### config.mk
export PLATFORM = sky130hd
export DESIGN_NAME = digit_recurrence_square_root
export DESIGN_NICKNAME = d
export VERILOG_FILES = /design/src/rtl/drsqrt_pkg.sv /design/src/rtl/digit_recurrence_square_root.sv /design/src/rtl/drsqrt_ctrl.sv /design/src/rtl/drsqrt_datapath.sv
export SDC_FILE = /design/constraint.sdc
export NUM_CORES = 1
export LEC_CHECK = 0
export BUFFER_PORTS_ARGS = -buffer_cell sky130_fd_sc_hd__buf_2
export CORE_MARGIN = 1.5
export CORE_UTILIZATION = 45
export CTS_CLUSTER_SIZE = 20
export DETAILED_ROUTE_END_ITERATION = 6
export PLACE_DENSITY_LB_ADDON = 0.1
export SKIP_LAST_GASP = 1
export SLEW_MARGIN = 20
export SYNTH_ARGS = -nofsm -noshare
export SYNTH_HDL_FRONTEND = slang
export SYNTH_SLANG_ARGS = --single-unit
### constraint.sdc
create_clock -name clock -period 3.9 [get_ports clock]
set_input_delay 0.195 -clock clock [delete_from_list [all_inputs] [get_ports clock]]
set_output_delay 0.195 -clock clock [all_outputs]
set_load 0.005 [all_outputs]
### src/rtl/drsqrt_pkg.sv
// Package for the digit-recurrence square root: widths, control types, state codes.
`default_nettype none
package drsqrt_pkg;

   localparam int RADICAND_WIDTH  = 32;
   localparam int MAX_EXTRA_STEPS = 15;
   localparam int SETTING_WIDTH   = 5;
   localparam int ROOT_WIDTH      = 31;

   // radicand is zero-padded to a whole number of bit pairs
   localparam int DIGIT_PAIRS   = (RADICAND_WIDTH + 1) / 2;
   localparam int RAD_PAD_WIDTH = 2 * DIGIT_PAIRS;
   localparam int ROOT_FULL_W   = DIGIT_PAIRS + MAX_EXTRA_STEPS;
   localparam int ROOT_REG_W    = (ROOT_FULL_W > ROOT_WIDTH) ? ROOT_FULL_W : ROOT_WIDTH;
   // partial remainder never exceeds twice the root, plus the two new bits
   localparam int REM_WIDTH     = ROOT_REG_W + 2;
   localparam int K_WIDTH       = (MAX_EXTRA_STEPS > 0) ? $clog2(MAX_EXTRA_STEPS + 1) : 1;
   localparam int HALF_WIDTH    = SETTING_WIDTH - 1;
   localparam int CNT_WIDTH     = $clog2(ROOT_FULL_W + 1);

   typedef enum logic [1:0] {
      ST_IDLE,
      ST_RUN,
      ST_DONE
   } drsqrt_state_type;

   typedef struct packed {
      logic load;     // take a new word into the datapath
      logic step;     // perform one root-bit step
      logic publish;  // move the finished root into the output register
   } drsqrt_ctrl_type;

endpackage
`default_nettype wire

### src/rtl/digit_recurrence_square_root.sv
// Top level of the restoring digit-recurrence integer square root.
// Each word: load, 16 + k root-bit steps, publish to rsp_valid; k = min(setting/2, 15).
// The next word waits until the root is published, due to the single shared root-bit step
// (one compare and subtract on the partial remainder each cycle).
// A finished root waits in its own output register, so the next word may be taken meanwhile.
// Reset (synchronous, active high) returns the sequencer to idle and drops rsp_valid.
`default_nettype none
module digit_recurrence_square_root (
   input  wire logic                                   clock,
   input  wire logic                                   reset,
   // request channel
   input  wire logic                                   req_valid,
   output logic                                        req_stall,
   input  wire logic [drsqrt_pkg::RADICAND_WIDTH-1:0]  req_radicand,
   input  wire logic [drsqrt_pkg::SETTING_WIDTH-1:0]   req_iteration_setting,
   // response channel
   output logic                                        rsp_valid,
   input  wire logic                                   rsp_stall,
   output logic [drsqrt_pkg::ROOT_WIDTH-1:0]           rsp_root
);
   import drsqrt_pkg::*;

   drsqrt_ctrl_type ctrl;

   // Sequencer: loads the word, counts 16 + k steps, then hands the root to the
   // output register once that register is free.
   drsqrt_ctrl u_ctrl (
      .clock                 (clock),
      .reset                 (reset),
      .req_valid             (req_valid),
      .req_iteration_setting (req_iteration_setting),
      .req_stall             (req_stall),
      .rsp_valid             (rsp_valid),
      .rsp_stall             (rsp_stall),
      .ctrl                  (ctrl)
   );

   // Datapath: two radicand bits come down per step and one root bit goes up.
   // After the radicand pairs run out the shifter feeds zero pairs, which gives
   // the extra fractional root bits.
   drsqrt_datapath u_datapath (
      .clock        (clock),
      .ctrl         (ctrl),
      .req_radicand (req_radicand),
      .rsp_root     (rsp_root)
   );

endmodule
`default_nettype wire

### src/rtl/drsqrt_ctrl.sv
// Sequencer for the square root: step counter, state machine and result valid flag.
`default_nettype none
module drsqrt_ctrl (
   input  wire logic                                  clock,
   input  wire logic                                  reset,
   input  wire logic                                  req_valid,
   input  wire logic [drsqrt_pkg::SETTING_WIDTH-1:0]  req_iteration_setting,
   output logic                                       req_stall,
   output logic                                       rsp_valid,
   input  wire logic                                  rsp_stall,
   output drsqrt_pkg::drsqrt_ctrl_type                ctrl
);
   import drsqrt_pkg::*;

   drsqrt_state_type       state_ff, state_in;
   logic [CNT_WIDTH-1:0]   steps_left_ff, steps_left_in;
   logic                   rsp_valid_ff, rsp_valid_in;
   logic [HALF_WIDTH-1:0]  half_setting;
   logic [K_WIDTH-1:0]     extra_steps;
   logic                   accept;
   logic                   out_free;

   // odd settings drop their low bit; saturate at the extra-step limit
   assign half_setting = req_iteration_setting[SETTING_WIDTH-1:1];
   assign extra_steps  = (32'(half_setting) > 32'(MAX_EXTRA_STEPS))
                         ? K_WIDTH'(MAX_EXTRA_STEPS) : K_WIDTH'(half_setting);

   assign req_stall = (state_ff != ST_IDLE);
   assign accept    = req_valid && !req_stall;
   assign out_free  = !rsp_valid_ff || !rsp_stall;
   assign rsp_valid = rsp_valid_ff;

   always_comb begin
      state_in      = state_ff;
      steps_left_in = steps_left_ff;
      ctrl          = '0;
      case (state_ff)
         ST_IDLE: begin
            if (accept) begin
               ctrl.load     = 1'b1;
               steps_left_in = CNT_WIDTH'(DIGIT_PAIRS) + CNT_WIDTH'(extra_steps);
               state_in      = ST_RUN;
            end
         end
         ST_RUN: begin
            ctrl.step     = 1'b1;
            steps_left_in = steps_left_ff - CNT_WIDTH'(1);
            if (steps_left_ff == CNT_WIDTH'(1)) begin
               state_in = ST_DONE;
            end
         end
         ST_DONE: begin
            if (out_free) begin
               ctrl.publish = 1'b1;
               state_in     = ST_IDLE;
            end
         end
         default: begin
            state_in = ST_IDLE;
         end
      endcase
      rsp_valid_in = ctrl.publish || (rsp_valid_ff && rsp_stall);
   end

   always_ff @(posedge clock) begin
      if (reset) begin
         state_ff      <= ST_IDLE;
         steps_left_ff <= '0;
         rsp_valid_ff  <= 1'b0;
      end else begin
         state_ff      <= state_in;
         steps_left_ff <= steps_left_in;
         rsp_valid_ff  <= rsp_valid_in;
      end
   end

endmodule
`default_nettype wire

### src/rtl/drsqrt_datapath.sv
// Digit-serial datapath: radicand pair shifter, partial remainder, root shifter, output word.
`default_nettype none
module drsqrt_datapath (
   input  wire logic                                   clock,
   input  wire drsqrt_pkg::drsqrt_ctrl_type            ctrl,
   input  wire logic [drsqrt_pkg::RADICAND_WIDTH-1:0]  req_radicand,
   output logic [drsqrt_pkg::ROOT_WIDTH-1:0]           rsp_root
);
   import drsqrt_pkg::*;

   logic [RAD_PAD_WIDTH-1:0] rad_ff, rad_in;
   logic [REM_WIDTH-1:0]     rem_ff, rem_in;
   logic [ROOT_REG_W-1:0]    root_ff, root_in;
   logic [ROOT_WIDTH-1:0]    out_root_ff, out_root_in;
   logic [REM_WIDTH-1:0]     rem_shift;
   logic [REM_WIDTH-1:0]     trial;
   logic [REM_WIDTH-1:0]     diff;
   logic                     fits;

   // top pair of the radicand comes down each step; zeros follow for the extra steps
   assign rem_shift = {rem_ff[REM_WIDTH-3:0], rad_ff[RAD_PAD_WIDTH-1 -: 2]};
   assign trial     = {root_ff, 2'b01};
   assign diff      = rem_shift - trial;
   assign fits      = (rem_shift >= trial);

   always_comb begin
      rad_in      = rad_ff;
      rem_in      = rem_ff;
      root_in     = root_ff;
      out_root_in = out_root_ff;
      if (ctrl.load) begin
         rad_in  = RAD_PAD_WIDTH'(req_radicand);
         rem_in  = '0;
         root_in = '0;
      end else if (ctrl.step) begin
         rad_in  = {rad_ff[RAD_PAD_WIDTH-3:0], 2'b00};
         rem_in  = fits ? diff : rem_shift;
         root_in = {root_ff[ROOT_REG_W-2:0], fits};
      end
      if (ctrl.publish) begin
         out_root_in = root_ff[ROOT_WIDTH-1:0];
      end
   end

   always_ff @(posedge clock) begin
      rad_ff      <= rad_in;
      rem_ff      <= rem_in;
      root_ff     <= root_in;
      out_root_ff <= out_root_in;
   end

   assign rsp_root = out_root_ff;

endmodule
`default_nettype wire

# Yosys cells after proc, flatten, opt, wreduce, memory -nomap -nowiden
# Cells that the tools add are included.
# Widths: inputs -> output; s select.
# word_totals
regBits,133
output_inout_bits,33
word_cells,44
# classes
n_addsub,3
order_cmp,1
eq_ne,6
muxes,14
reduce_logical,13
# op_table
cell,count
$mux 32,2
$ge 33x33->1,1
$mux 31,1
$sub 31x31->31,1
$pmux 5 s2,1
$mux 2,3
$ne 2x1->1 const B,3
$pmux 2 s3,1
$reduce_bool 2->1,3
$add 5x4->5 const A,1
$eq 5x1->1 const B,1
$mux 1,5
$mux 5,1
$sub 5x1->5 const B,1
$logic_not 1->1,3
$reduce_and 3->1,1
$eq 2x1->1 const B,1
$eq 2x2->1 const B,1
$logic_and 1x1->1,2
$logic_not 2->1,1
$logic_or 1x1->1,2
$reduce_and 2->1,1

# Depth between registers and ports, before layout
# Gate-level depths: netlist of the first run.
# logic_depth
depth_word,6
ltp_mapped,14

# Modules after synthesis
# From an unflattened synthesis of the first run, not the netlist that was laid out.
# hier_totals
cells_unflattened,717
area_unflattened_um2,7176.9
# by_module_without_submodules
module,n_inst,cells_each,area_per_inst_um2,seq_area_each_um2
drsqrt_datapath,1,669,6741.5,3133.0
drsqrt_ctrl,1,48,435.4,160.2

# Worst setup path after synthesis of the first run
# OpenSTA, ideal clock, no wires.
# synth_timing
kind,reg2reg
start,register u_datapath.root_ff[14]
end,register u_datapath.rem_ff[30]
setup_ps,117
t_arrival_ps,2566
required_ps,3783
slack_ps,1217
path_stages_with_launch,12
n_path_buf,1
path_cell_list,dfxtp_1 inv_1 ha_1 clkbuf_1 a211oi_1 nand2_1 or4b_1 a21oi_1 o31ai_1 a221oi_1 mux2i_1 nand2_1
# synth_via
elab_chain_len,2
word_cells_on_any_way,3
# synth_lines
element,line,source
start: declaration,drsqrt_datapath.sv:13,"logic [ROOT_REG_W-1:0] root_ff, root_in;"
start signal: assignment,drsqrt_datapath.sv:48,root_ff <= root_in;
$sub 31x31->31 / $ge 33x33->1 (equally long branches),"drsqrt_datapath.sv:23, drsqrt_datapath.sv:24",
$mux 31 (*),drsqrt_datapath.sv:37,rem_in = fits ? diff : rem_shift;
end signal: assignment,drsqrt_datapath.sv:47,rem_ff <= rem_in;
end: declaration,drsqrt_datapath.sv:12,"logic [REM_WIDTH-1:0] rem_ff, rem_in;"
# Mark *: on every way between the ends. The rest lies on a longest branch, timed or not.
# A chain may end at the register's enable or synchronous reset.

# Worst setup path in the final report of the first run
# layout_timing
start,register u_datapath.root_ff[0]
end,register u_datapath.rem_ff[1]
# layout_via
elab_chain_len,2
# layout_lines
element,line,source
$ge 33x33->1,drsqrt_datapath.sv:24,assign fits = (rem_shift >= trial);
$mux 31,drsqrt_datapath.sv:37,
# Every way passes these cells.

==> results of run 1 <==
through the flow:
stage               cell area (sq um)  cells  hold WS, ns
global route                     7865    991      0.02858
floorplan                        6764    735       0.3497
finish                           7865    991      0.02877
global placement                 7259    958       0.4384
CTS                              7838    990      0.01147
detailed placement               7262    958       0.4392
final timing paths:
| check | cells past startpoint | endpoint | start |
|---|---|---|---|
| max | 11 | u_datapath.rem_ff[1]$_SDFFE_PP0P_ | u_datapath.root_ff[0]$_SDFFE_PP0P_ |
| min | 3 | u_datapath.rad_ff[9]$_DFFE_PP_ | req_radicand[9] |
| max reg2reg | 11 | u_datapath.rem_ff[1]$_SDFFE_PP0P_ | u_datapath.root_ff[0]$_SDFFE_PP0P_ |
| min reg2reg | 0 | u_datapath.rsp_root[11]$_DFFE_PP_ | u_datapath.root_ff[11]$_SDFFE_PP0P_ |
worst max-delay path: cells and delay by family, from the launching register on:
kind | cells | cell delay (ns)
adder cells (fa/ha/maj) | 1 | 0.24
buffers and inverters | 1 | 0.11
AND/OR/NAND/NOR | 2 | 0.77
AO/OA/AOI/OAI | 7 | 1.50
flip-flops | 1 | 0.42
kinds of logic after synthesis:
kind of cell	share of synthesized area, %
AO/OA/AOI/OAI	18.17
XOR/XNOR	3.108
adder cells (fa/ha/maj)	6.474
buffers and inverters	5.087
flip-flops	48.69
multiplexers	2.534
AND/OR/NAND/NOR	15.95
power groups by stage:
stage	combinational, W	sequential (W)	clock (W)
CTS	0.00284	0.00181	0.00158
detailed placement	0.00282	0.00184	0
global route	0.00320	0.00183	0.00165
global placement	0.00277	0.00183	0
floorplan	0.00231	0.00179	0
finish	0.00285	0.00181	0.00155
flip-flops by register name, summed over array words and instances (netlist names):
signal,flops
u_ctrl.rsp_valid,1
u_ctrl.steps_left_ff,5
u_datapath.rad_ff,32
u_datapath.rsp_root,31
u_datapath.rem_ff,31
u_datapath.root_ff,31
u_ctrl.state_ff,2
cells in the final DEF (no fill, tap or decap), drive strengths merged, types with 4 or more instances in the layout:
| cell | Yosys | routed |
|---|---|---|
| dfxtp | 70 | 70 |
| a32oi | 5 | 5 |
| xor2 | 7 | 7 |
| nand3 | 39 | 39 |
| a21o | 15 | 15 |
| inv | 46 | 50 |
| o21bai | 4 | 4 |
| edfxtp | 63 | 63 |
| nand4 | 6 | 6 |
| a211oi | 8 | 8 |
| clkinv | 0 | 5 |
| o21ai | 70 | 70 |
| buf | 5 | 80 |
| xnor2 | 17 | 17 |
| ha | 35 | 35 |
| o211ai | 4 | 4 |
| mux2i | 16 | 16 |
| nor3 | 7 | 7 |
| and3 | 8 | 8 |
| clkbuf | 35 | 19 |
| and2 | 4 | 4 |
| nor2 | 33 | 33 |
| nand2 | 131 | 131 |
| a21oi | 60 | 60 |
| nand2b | 7 | 7 |
layout make-up:
class                      instances  area (sq um)  share of cell area [%]
clock buffer                      19         454.2                   5.775
clock inverter                    13         121.4                   1.543
inverter                          46         172.7                   2.195
multi-input combinational        516          3153                   40.09
sequential                       133          3293                   41.87
tap                              184         230.2                   2.927
timing repair buffer              80         440.4                   5.600
layer usage:
layer | vias to the layer above | GRT usage [%] | routed length, microns
met5 | - | 0 | 0
met4 | 0 | 7.955 | 224
met3 | 18 | 4.365 | 718
met2 | 133 | 28.90 | 6435
met1 | 2503 | 27.65 | 7245
li1 | 2710 | - | -
==> metrics.md, run 1 <==
| Metric | Value |
|---|---|
| Area delta synth->final | `16.28%` |
| Crit-path cells | `inv_1 > ha_1 > nor3_1 > a2111oi_4 > a41oi_2 > a21bo_2 > a21oi_4 > o31ai_4 > and2_4 > o21ai_0 > a22o_1` |
| Cell types with the largest area share after synthesis | `sky130_fd_sc_hd__edfxtp_1 (28%), sky130_fd_sc_hd__dfxtp_1 (21%), sky130_fd_sc_hd__nand2_1 (7.2%), sky130_fd_sc_hd__ha_1 (6.5%), sky130_fd_sc_hd__o21ai_0 (5.0%)` |
| Clock tree from TritonCTS | `yes` |
| Proportion of power drawn by flip-flops and latches | `29.2%` |
| Total negative setup slack | `0 ns` |
| Final core utilization | `between 50 and 60%` |
| Number of buffers inserted by hold repair at cts | `0` |
| Switch Pwr | `~0.0024 W` |
| Crit end category | `flop` |
| Logic gate share of total power | `a little under half` |
| Iteration-0 DRC Markers | `337` |
| Data required time of the critical path | `4.21 ns` |
| Ports placed on the boundary | `74` |
| Min cycle time layout | `about 3.2 ns` |
| Int Power | `between 0.003 and 0.004 W` |
| Slowest cell on the critical path | `sky130_fd_sc_hd__dfxtp_1` |
| Path type of the worst min-delay path | `in2reg` |
| Switching share of power | `38.56%` |
| Power per standard cell area | `roughly 790 nW/um^2` |
| Clock Sinks | `133` |
| Worst slack at placement | `approximately 0.79 ns` |
| Per-cell routed wire length | `between 10 and 15 microns` |
| Normalized max-slew margin | `42.05%` |
| Final weighted congestion in routability-driven placement | `~0.85` |
| Number of buffers added by the clock tree synthesis step | `17` |
| CP Class | `reg2reg` |
| # port buffers | `72` |
| Maximum clock skew at final layout | `0.008895 ns` |
| Sum of internal, switching and leakage power | `0.006210 W` |
| Distinct cell type count of the synthesized netlist | `slightly below 60` |
| Register-to-register setup slack | `about 0.73 ns` |
| Vias per inst | `between 5 and 6` |
| Clock transition at the register clock pins on the worst setup and hold paths after CTS | `around 0.06 ns` |
| Post-detailed-route DRC marker count | `0` |
| Maximum clock insertion buffer count | `2` |
| Maximum Capacitance Violations | `0` |
| Number of fill cells in the layout | `about 1300` |
| Share of synthesized flip-flops with an asynchronous set or reset | `0%` |
| Yosys warning count | `0` |
| Final hold violation count | `0` |
| DP Wirelength | `about 10000 microns` |
| Area share of the largest cell type after synthesis | `between 20% and 30%` |
| Post-Syn Area | `a little under 7000 sq um` |
| Cell at the root of the clock tree | `sky130_fd_sc_hd__clkbuf_16` |
| Total number of vias | `5364` |
| Pin count of the biggest net entering global routing | `a little over 80` |
| Run status | `completed` |
| Count of instances resized after the clock tree is built | `0` |
| Count of mapped cells out of synthesis | `roughly 740` |
| Via count of the first global-routing pass | `about 5100` |
| Overall track demand over capacity in global routing | `roughly a fifth` |
| Proportion of synthesized chip area in sequential cells | `roughly half` |
| Leading post-synthesis cells by instance count | `sky130_fd_sc_hd__nand2_1 (130), sky130_fd_sc_hd__dfxtp_1 (70), sky130_fd_sc_hd__o21ai_0 (68)` |
| Slew at the pin with the worst max-slew slack | `0.8692 ns` |
| H-Tree Depth | `4` |
| Yosys top cell by area | `sky130_fd_sc_hd__edfxtp_1` |
| Core Region | `around 15000 sq um` |
| Average instance area after synthesis | `just over 9 sq um` |
| Critical Path Start Type | `flop` |
| Number of search-and-repair iterations in the first detailed-routing pass | `5` |
| Initial core utilization | `a little under half` |
| Die Ht | `between 100 and 150 microns` |
| Critical path's largest stage delay | `approximately 0.42 ns` |
| Data arrival time of the critical path | `about 3.5 ns` |
| Largest voltage drop on the vdd net | `between 0.4 and 0.5 mV` |
| Count of pins over their slew limit | `0` |
| Total wire length after detailed routing | `~15000 microns` |
| Overflow after GRT | `0` |
| Post-CTS setup buffer count | `0` |
| Final WS setup | `approximately 0.73 ns` |
| Final nets | `between 800 and 900` |
| Final setup violating endpoints | `0` |
| DIE AREA | `roughly 16000 sq um` |
| First-pass GRT wire length | `between 20000 and 25000 microns` |
| Cell Rows | `44` |
| Latest clock arrival within the worst-skew pair | `approximately 0.42 ns` |
| Antenna violations before repair | `0` |
| Top_reg_cell synth | `sky130_fd_sc_hd__dfxtp_1` |
| Fraction of power consumed by the clock network | `between 20 and 30%` |
| Leakage power | `3.261 nW` |
| Top-count cell post-synth | `sky130_fd_sc_hd__nand2_1` |
| Remaining antenna violation count after routing | `0` |
| Width of the die | `125.6 microns` |
| Net Count, Synth | `around 810` |
| Antenna diodes | `0` |
| Share of layout cells above drive strength 1 | `between 15 and 20%` |
| Worst-path fanout max | `18` |
| Number of synthesized register bits | `about 130` |
| Share of the cycle needed by the critical path after routing | `a little over 80%` |
| EDFF count, synth | `between 60 and 70` |
| Unrepaired setup endpoints after global routing | `false` |
| Upper clock frequency limit | `approximately 0.32 GHz` |
Power figures use the tool's default switching activity.
==> run 2, diff against run 1 <==
- clock period: 3.9 -> 3.05 ns (I/O delays scaled with it)
==> run 2 against run 1 <==
  * Sequential share of layout area is 2.4 points lower
  * Wire length is 4.9% higher
  * Sequential power is 28% higher
  * Clock-buffer cell count stayed put
  * Clock power is 34% higher
  * Cell count is 4.6% higher
  * Worst setup slack worse by 0.56 ns
  * Highest routed layer unchanged
  * Largest cell class unchanged
  * Register-to-register slack worse by 0.56 ns
  * Die area stayed put
  * Utilization is 3.2 points higher
  * Clock skew hardly changed
==> metrics.md, run 2 (synthesis results as in run 1) <==
| Metric | Value |
|---|---|
| Data arrival time of the critical path | `3.17 ns (-0.31 ns)` |
| Fraction of power consumed by the clock network | `24.8% (-0.2 points)` |
| Worst-path fanout max | `7 (-11)` |
| Largest register by flop count | `u_datapath.rad_ff` |
| Upper clock frequency limit | `0.3474 GHz (+10%)` |
| Worst setup path start | `u_datapath.root_ff[0]$_SDFFE_PP0P_` |
| Final hold violation count | `0 (unchanged)` |
| Overflow after GRT | `0 (unchanged)` |
| Min cycle time layout | `2.878 ns (-0.2876 ns)` |
| Placed Instance Area | `7380 sq um (+1.6%)` |
| Count of pins over their slew limit | `0 (unchanged)` |
| Crit-path cells | `inv_1 > ha_1 > o21ai_2 > a2111oi_4 > a41oi_2 > a21bo_2 > a21oi_4 > o31ai_4 > nand2_2 > buf_4 > mux2i_1 > a21oi_1` |
| Crit path max-delay family | `compound AO/OA/AOI/OAI gates` |
| Clock tree from TritonCTS | `yes` |
| Min Hold Slack | `0.01506 ns (-0.01371 ns)` |
| Number of search-and-repair iterations in the first detailed-routing pass | `5 (unchanged)` |
| Clock transition at the register clock pins on the worst setup and hold paths after CTS | `0.06 ns (about the same)` |
| Share of the cycle needed by the critical path after routing | `94.37% (+13 points)` |
| Antenna violations before repair | `0 (unchanged)` |
| Cell Rows | `44 (unchanged)` |
| Most common cell after layout, fill and taps aside | `sky130_fd_sc_hd__nand2_1` |
| Critical Path Start Type | `flop` |
| Per-cell routed wire length | `14.79 microns (+0.22%)` |
| First-pass GRT wire length | `25430 microns (+2.4%)` |
| Final setup violating endpoints | `0 (unchanged)` |
| Data required time of the critical path | `3.34 ns (-0.87 ns)` |
| Maximum clock insertion buffer count | `2 (unchanged)` |
| DP Wirelength | `9961 microns (+1.5%)` |
| Unrepaired setup endpoints after global routing | `false` |
| Vias per inst | `5.369 (-0.80%)` |
| Logic gate share of total power | `47.4% (+1.5 points)` |
| Number of buffers added by the clock tree synthesis step | `17 (unchanged)` |
| Number of cells on the worst hold path | `3 (unchanged)` |
| Post-detailed-route DRC marker count | `0 (unchanged)` |
| CP Class | `reg2reg` |
| DIE AREA | `15780 sq um (unchanged)` |
| Overall track demand over capacity in global routing | `19.92% (+0.40 points)` |
| Iteration-0 DRC Markers | `404 (+20%)` |
| Final WS setup | `0.1717 ns (-0.5624 ns)` |
| Crit end category | `flop` |
| Antenna diodes | `0 (unchanged)` |
| Maximum Capacitance Violations | `0 (unchanged)` |
| Slew at the pin with the worst max-slew slack | `0.9028 ns (+0.03353 ns)` |
| Reg-to-reg critical path startpoint | `u_datapath.root_ff[0]$_SDFFE_PP0P_` |
| Origin of the worst min-delay path | `req_radicand[29]` |
| Run status | `completed` |
| Endpoint of the worst hold path | `u_datapath.rad_ff[29]$_DFFE_PP_` |
| Maximum clock skew at final layout | `0.009186 ns (+0.0002910 ns)` |
| Worst slack at placement | `0.07984 ns (-0.7115 ns)` |
| Slowest cell on the critical path | `sky130_fd_sc_hd__a2111oi_4` |
| Remaining antenna violation count after routing | `0 (unchanged)` |
| Latest clock arrival within the worst-skew pair | `0.42 ns (about the same)` |
| # port buffers | `72 (unchanged)` |
| Commonest non-fill, non-tap cells in the layout | `sky130_fd_sc_hd__nand2_1 (128), sky130_fd_sc_hd__buf_2 (72), sky130_fd_sc_hd__dfxtp_1 (70), sky130_fd_sc_hd__o21ai_0 (68), sky130_fd_sc_hd__edfxtp_1 (63)` |
| Total negative setup slack | `0 ns (unchanged)` |
| Switching share of power | `37.46% (-1.1 points)` |
| Critical path's largest stage delay | `0.40 ns (-0.02 ns)` |
| H-Tree Depth | `4 (unchanged)` |
| Cell depth of the worst flop-to-flop path | `12 (+1)` |
| Int Power | `0.005214 W (+37%)` |
| Total number of vias | `5568 (+3.8%)` |
| Path type of the worst min-delay path | `in2reg` |
| Via count of the first global-routing pass | `5284 (+3.2%)` |
| Core Region | `14590 sq um (unchanged)` |
| Register-to-register setup slack | `0.17 ns (-0.56 ns)` |
| Area delta synth->final | `23.23%` |
| Cell at the root of the clock tree | `sky130_fd_sc_hd__clkbuf_16` |
| Initial core utilization | `46.36% (unchanged)` |
| Switch Pwr | `0.003123 W (+30%)` |
| Power per standard cell area | `1000 nW/um^2 (+27%)` |
| Total wire length after detailed routing | `15340 microns (+4.9%)` |
| Normalized max-slew margin | `39.60% (-2.4 points)` |
| Buf+Inv Stages, Crit Path | `2 (+1)` |
| Largest register FFs | `32 (unchanged)` |
| Leakage power | `3.473 nW (+6.5%)` |
| Die Ht | `125.6 microns (unchanged)` |
| Clock Sinks | `133 (unchanged)` |
| Final weighted congestion in routability-driven placement | `0.8399 (-1.5%)` |
| Final nets | `916 (+5.3%)` |
| Largest voltage drop on the vdd net | `0.5541 mV (+34%)` |
| Cell area after layout | `8335 sq um (+6.0%)` |
| Share of layout cells above drive strength 1 | `17.35% (+1.4 points)` |
| Ports placed on the boundary | `74 (unchanged)` |
| Final core utilization | `57.14% (+3.2 points)` |
| Pin count of the biggest net entering global routing | `54 (-33%)` |
| Reg-to-reg endpoint | `u_datapath.rem_ff[7]$_SDFFE_PP0P_` |
| Width of the die | `125.6 microns (unchanged)` |
| Proportion of power drawn by flip-flops and latches | `27.8% (-1.4 points)` |
[run 2: cell count changes in the layout (fill, tap and decap cells not counted), sizes merged]
cell / change
buf: +14
inv: -4
and2: +1
dlygate4sd3: +31
clkinv: +2
bufinv: +2
[run 2: power by group through the flow]
stage	clock network, W	logic (W)	registers (W)
2_1_floorplan	0	0.00295	0.00229
3_3_place_gp	0	0.00372	0.00234
3_5_place_dp	0	0.00376	0.00235
4_1_cts	0.00211	0.00382	0.00231
5_1_grt	0.00219	0.00439	0.00235
6_report	0.00207	0.00395	0.00232
[run 2: worst max path at each step]
stage	endpoint	slack (ns)	cells past startpoint
6_report	u_datapath.rem_ff[7]$_SDFFE_PP0P_	0.17	12
5_1_grt	u_datapath.rem_ff[1]$_SDFFE_PP0P_	0.002	11
4_1_cts	u_datapath.rem_ff[1]$_SDFFE_PP0P_	0.04	11
3_5_place_dp	u_datapath.rem_ff[1]$_SDFFE_PP0P_	0.08	11
3_3_place_gp	u_datapath.rem_ff[30]$_SDFFE_PP0P_	0.16	10
2_1_floorplan	u_datapath.rem_ff[30]$_SDFFE_PP0P_	0.37	11
[run 2: worst register-to-register path, stage by stage (launching register included)]
cell and delay [ns]:
sky130_fd_sc_hd__dfxtp_1 0.33, sky130_fd_sc_hd__inv_1 0.08, sky130_fd_sc_hd__ha_1 0.36, sky130_fd_sc_hd__o21ai_2 0.12
sky130_fd_sc_hd__a2111oi_4 0.40, sky130_fd_sc_hd__a41oi_2 0.22, sky130_fd_sc_hd__a21bo_2 0.30, sky130_fd_sc_hd__a21oi_4 0.17
sky130_fd_sc_hd__o31ai_4 0.11, sky130_fd_sc_hd__nand2_2 0.12, sky130_fd_sc_hd__buf_4 0.21, sky130_fd_sc_hd__mux2i_1 0.24
sky130_fd_sc_hd__a21oi_1 0.09
[run 2: timing repair]
action | in CTS | in global routing
gates resized for setup | 0 | 6
hold buffers | 31 | 0
buffers inserted | 0 | 2
setup endpoints to repair | 0 | 32
endpoints found under the hold margin | 31 | 0
[run 2: metrics by stage]
stage	cells	power, W
2_1_floorplan	735	0.005247
3_3_place_gp	971	0.006054
3_5_place_dp	971	0.006105
4_1_cts	1034	0.008241
5_1_grt	1037	0.008937
6_report	1037	0.008337
[run 2: metal layers]
metal,up-vias,wire length [microns],global-route usage (%)
met3,17,657,4.407
li1,2806,-,-
met4,0,206,7.286
met5,-,0,0
met2,124,6940,30.56
met1,2621,7531,27.66
[run 2: layout make-up]
type                       instances  area, sq um
sequential                       133         3293
inverter                          46        172.7
multi-input combinational        517         3178
timing repair buffer             125        860.8
clock inverter                    13        157.7
clock buffer                      19        442.9
tap                              184        230.2
fill                            1277         6254
==> run 3, diff against run 2 <==
- PLACE_DENSITY: not set -> 0.71
- PLACE_DENSITY_LB_ADDON: 0.1 -> not set
- SETUP_SLACK_MARGIN: not set -> 0.05
==> run 3 against run 2 <==
  * Highest routed layer unchanged
  * Utilization decreased by 0.14 points
  * Maximum frequency decreased by 0.20%
  * Cell area decreased by 0.24%
  * First-iteration DRC count decreased by 7.9%
  * Critical path depth unchanged
==> metrics.md, run 3 (synthesis results as in run 1) <==
| Metric | Value |
|---|---|
| Number of cells on the worst hold path | `3 (unchanged)` |
| Worst setup path start | `u_datapath.root_ff[0]$_SDFFE_PP0P_` |
| Remaining antenna violation count after routing | `0 (unchanged)` |
| Power per standard cell area | `997.9 nW/um^2 (-0.23%)` |
| Normalized max-slew margin | `62.05% (+22 points)` |
| Core Region | `14590 sq um (unchanged)` |
| Total wire length after detailed routing | `14850 microns (-3.2%)` |
| Clock tree from TritonCTS | `yes` |
| Maximum Capacitance Violations | `0 (unchanged)` |
| Origin of the worst min-delay path | `req_radicand[31]` |
| Overall track demand over capacity in global routing | `19.16% (-0.76 points)` |
| Cell at the root of the clock tree | `sky130_fd_sc_hd__clkbuf_16` |
| Largest register by flop count | `u_datapath.rad_ff` |
| Clock transition at the register clock pins on the worst setup and hold paths after CTS | `0.06 ns (about the same)` |
| Final hold violation count | `0 (unchanged)` |
| Latest clock arrival within the worst-skew pair | `0.42 ns (about the same)` |
| Final setup violating endpoints | `0 (unchanged)` |
| Maximum clock insertion buffer count | `2 (unchanged)` |
| # placed instances | `975 (+0.41%)` |
| Iteration-0 DRC Markers | `372 (-7.9%)` |
| Worst-path fanout max | `7 (unchanged)` |
| Crit end category | `flop` |
| Commonest non-fill, non-tap cells in the layout | `sky130_fd_sc_hd__nand2_1 (128), sky130_fd_sc_hd__buf_2 (72), sky130_fd_sc_hd__dfxtp_1 (70), sky130_fd_sc_hd__o21ai_0 (68), sky130_fd_sc_hd__edfxtp_1 (63)` |
| Critical Path Start Type | `flop` |
| Antenna violations before repair | `0 (unchanged)` |
| Final weighted congestion in routability-driven placement | `0.8752 (+4.2%)` |
| Number of buffers added by the clock tree synthesis step | `17 (unchanged)` |
| Maximum clock skew at final layout | `0.008629 ns (-0.0005572 ns)` |
| Leakage power | `3.462 nW (-0.33%)` |
| Final nets | `919 (+0.33%)` |
| Number of search-and-repair iterations in the first detailed-routing pass | `5 (unchanged)` |
| Largest register FFs | `32 (unchanged)` |
| Ports placed on the boundary | `74 (unchanged)` |
| Most common cell after layout, fill and taps aside | `sky130_fd_sc_hd__nand2_1` |
| Number of fill cells in the layout | `1247 (-2.3%)` |
| Min cycle time layout | `2.884 ns (+0.005778 ns)` |
| H-Tree Depth | `4 (unchanged)` |
| Cell Rows | `44 (unchanged)` |
| Run status | `completed` |
| Largest voltage drop on the vdd net | `0.6115 mV (+10%)` |
| Overflow after GRT | `0 (unchanged)` |
| First-pass GRT wire length | `24300 microns (-4.4%)` |
| Share of layout cells above drive strength 1 | `17.99% (+0.64 points)` |
| Initial core utilization | `46.36% (unchanged)` |
| Post-layout instance count excluding filler cells | `1040 (+0.29%)` |
| Antenna diodes | `0 (unchanged)` |
| Share of the cycle needed by the critical path after routing | `94.56% (+0.19 points)` |
| Total negative setup slack | `0 ns (unchanged)` |
| Via count of the first global-routing pass | `5133 (-2.9%)` |
| Total number of vias | `5480 (-1.6%)` |
| Pin count of the biggest net entering global routing | `47 (-13%)` |
| Area delta synth->final | `22.94%` |
| Data required time of the critical path | `3.34 ns (about the same)` |
| CP Class | `reg2reg` |
| Unrepaired setup endpoints after global routing | `true` |
| Per-cell routed wire length | `14.28 microns (-3.4%)` |
| Path type of the worst min-delay path | `in2reg` |
| Post-detailed-route DRC marker count | `0 (unchanged)` |
| Count of pins over their slew limit | `0 (unchanged)` |
| Clock Sinks | `133 (unchanged)` |
| Cell depth of the worst flop-to-flop path | `12 (unchanged)` |
| # port buffers | `72 (unchanged)` |
| Width of the die | `125.6 microns (unchanged)` |
| Die Ht | `125.6 microns (unchanged)` |
| Vias per inst | `5.269 (-1.9%)` |
| Reg-to-reg critical path startpoint | `u_datapath.root_ff[0]$_SDFFE_PP0P_` |
| Data arrival time of the critical path | `3.17 ns (about the same)` |
| DP Wirelength | `9587 microns (-3.8%)` |
| Slew at the pin with the worst max-slew slack | `0.5672 ns (-0.3356 ns)` |
| DIE AREA | `15780 sq um (unchanged)` |
| Upper clock frequency limit | `0.3467 GHz (-0.20%)` |
==> run 3: final cells by class <==
cell class / count / area, sq um / share of cell area [%]
sequential: 133 / 3293 / 39.60
multi-input combinational: 517 / 3178 / 38.22
timing repair buffer: 128 / 858.3 / 10.32
clock buffer: 18 / 429.2 / 5.161
tap: 184 / 230.2 / 2.769
inverter: 46 / 172.7 / 2.076
clock inverter: 14 / 153.9 / 1.851
==> run 3: per-stage QoR <==
stage	hold slack [ns]	worst slack, ns	utilization, %	area, sq um	total power [W]
3_5_place_dp	0.4173	0.04872	50.60	7382	0.006047
3_3_place_gp	0.4121	0.1310	50.60	7382	0.006001
6_report	0.01730	0.1659	57.00	8315	0.008298
2_1_floorplan	0.3072	0.3669	-	6764	0.005247
5_1_grt	0.007371	0.02768	57.00	8315	0.008870
4_1_cts	0.001778	0.05158	56.52	8245	0.008116
==> run 3: worst paths after layout <==
path | to | slack (ns)
setup / recovery | u_datapath.rem_ff[10]$_SDFFE_PP0P_ | 0.17
hold / removal | u_datapath.rad_ff[31]$_DFFE_PP_ | 0.02
setup reg to reg | u_datapath.rem_ff[10]$_SDFFE_PP0P_ | 0.17
hold reg to reg | u_datapath.rsp_root[13]$_DFFE_PP_ | 0.45
==> run 3: what timing repair did <==
item                       CTS  global route
gates resized for setup      0             9
setup endpoints to repair    5            23
hold buffers                28             0
gates cloned                 0             1
buffers inserted             0             4
pin swaps                    1             3
hold endpoints to repair    31             0
==> run 3: where the power goes <==
part | internal (W) | switching [W]
clock | 0.00121 | 0.000798
sequential | 0.00215 | 0.000172
combinational | 0.00181 | 0.00217
total | 0.00516 | 0.00314
==> run 3: metal layers <==
metal | vias to the layer above | share of wire, % | GRT usage, %
met5 | - | 0 | 0
met4 | 0 | 1.7 | 7.620
met3 | 21 | 4.0 | 4.835
met2 | 116 | 46 | 30.12
met1 | 2521 | 48 | 25.36
li1 | 2822 | - | -
==> run 3: worst max-delay path, cell delays in order, from the launching register on <==
cell and delay, ns:
sky130_fd_sc_hd__dfxtp_1 0.37, sky130_fd_sc_hd__inv_1 0.09, sky130_fd_sc_hd__ha_1 0.36, sky130_fd_sc_hd__o21ai_2 0.12, sky130_fd_sc_hd__a2111oi_4 0.41, sky130_fd_sc_hd__a41oi_2 0.22
sky130_fd_sc_hd__a21bo_2 0.30, sky130_fd_sc_hd__a21oi_4 0.17, sky130_fd_sc_hd__o31ai_4 0.11, sky130_fd_sc_hd__nand2_2 0.14, sky130_fd_sc_hd__buf_6 0.16, sky130_fd_sc_hd__mux2i_1 0.20
sky130_fd_sc_hd__a21oi_1 0.09
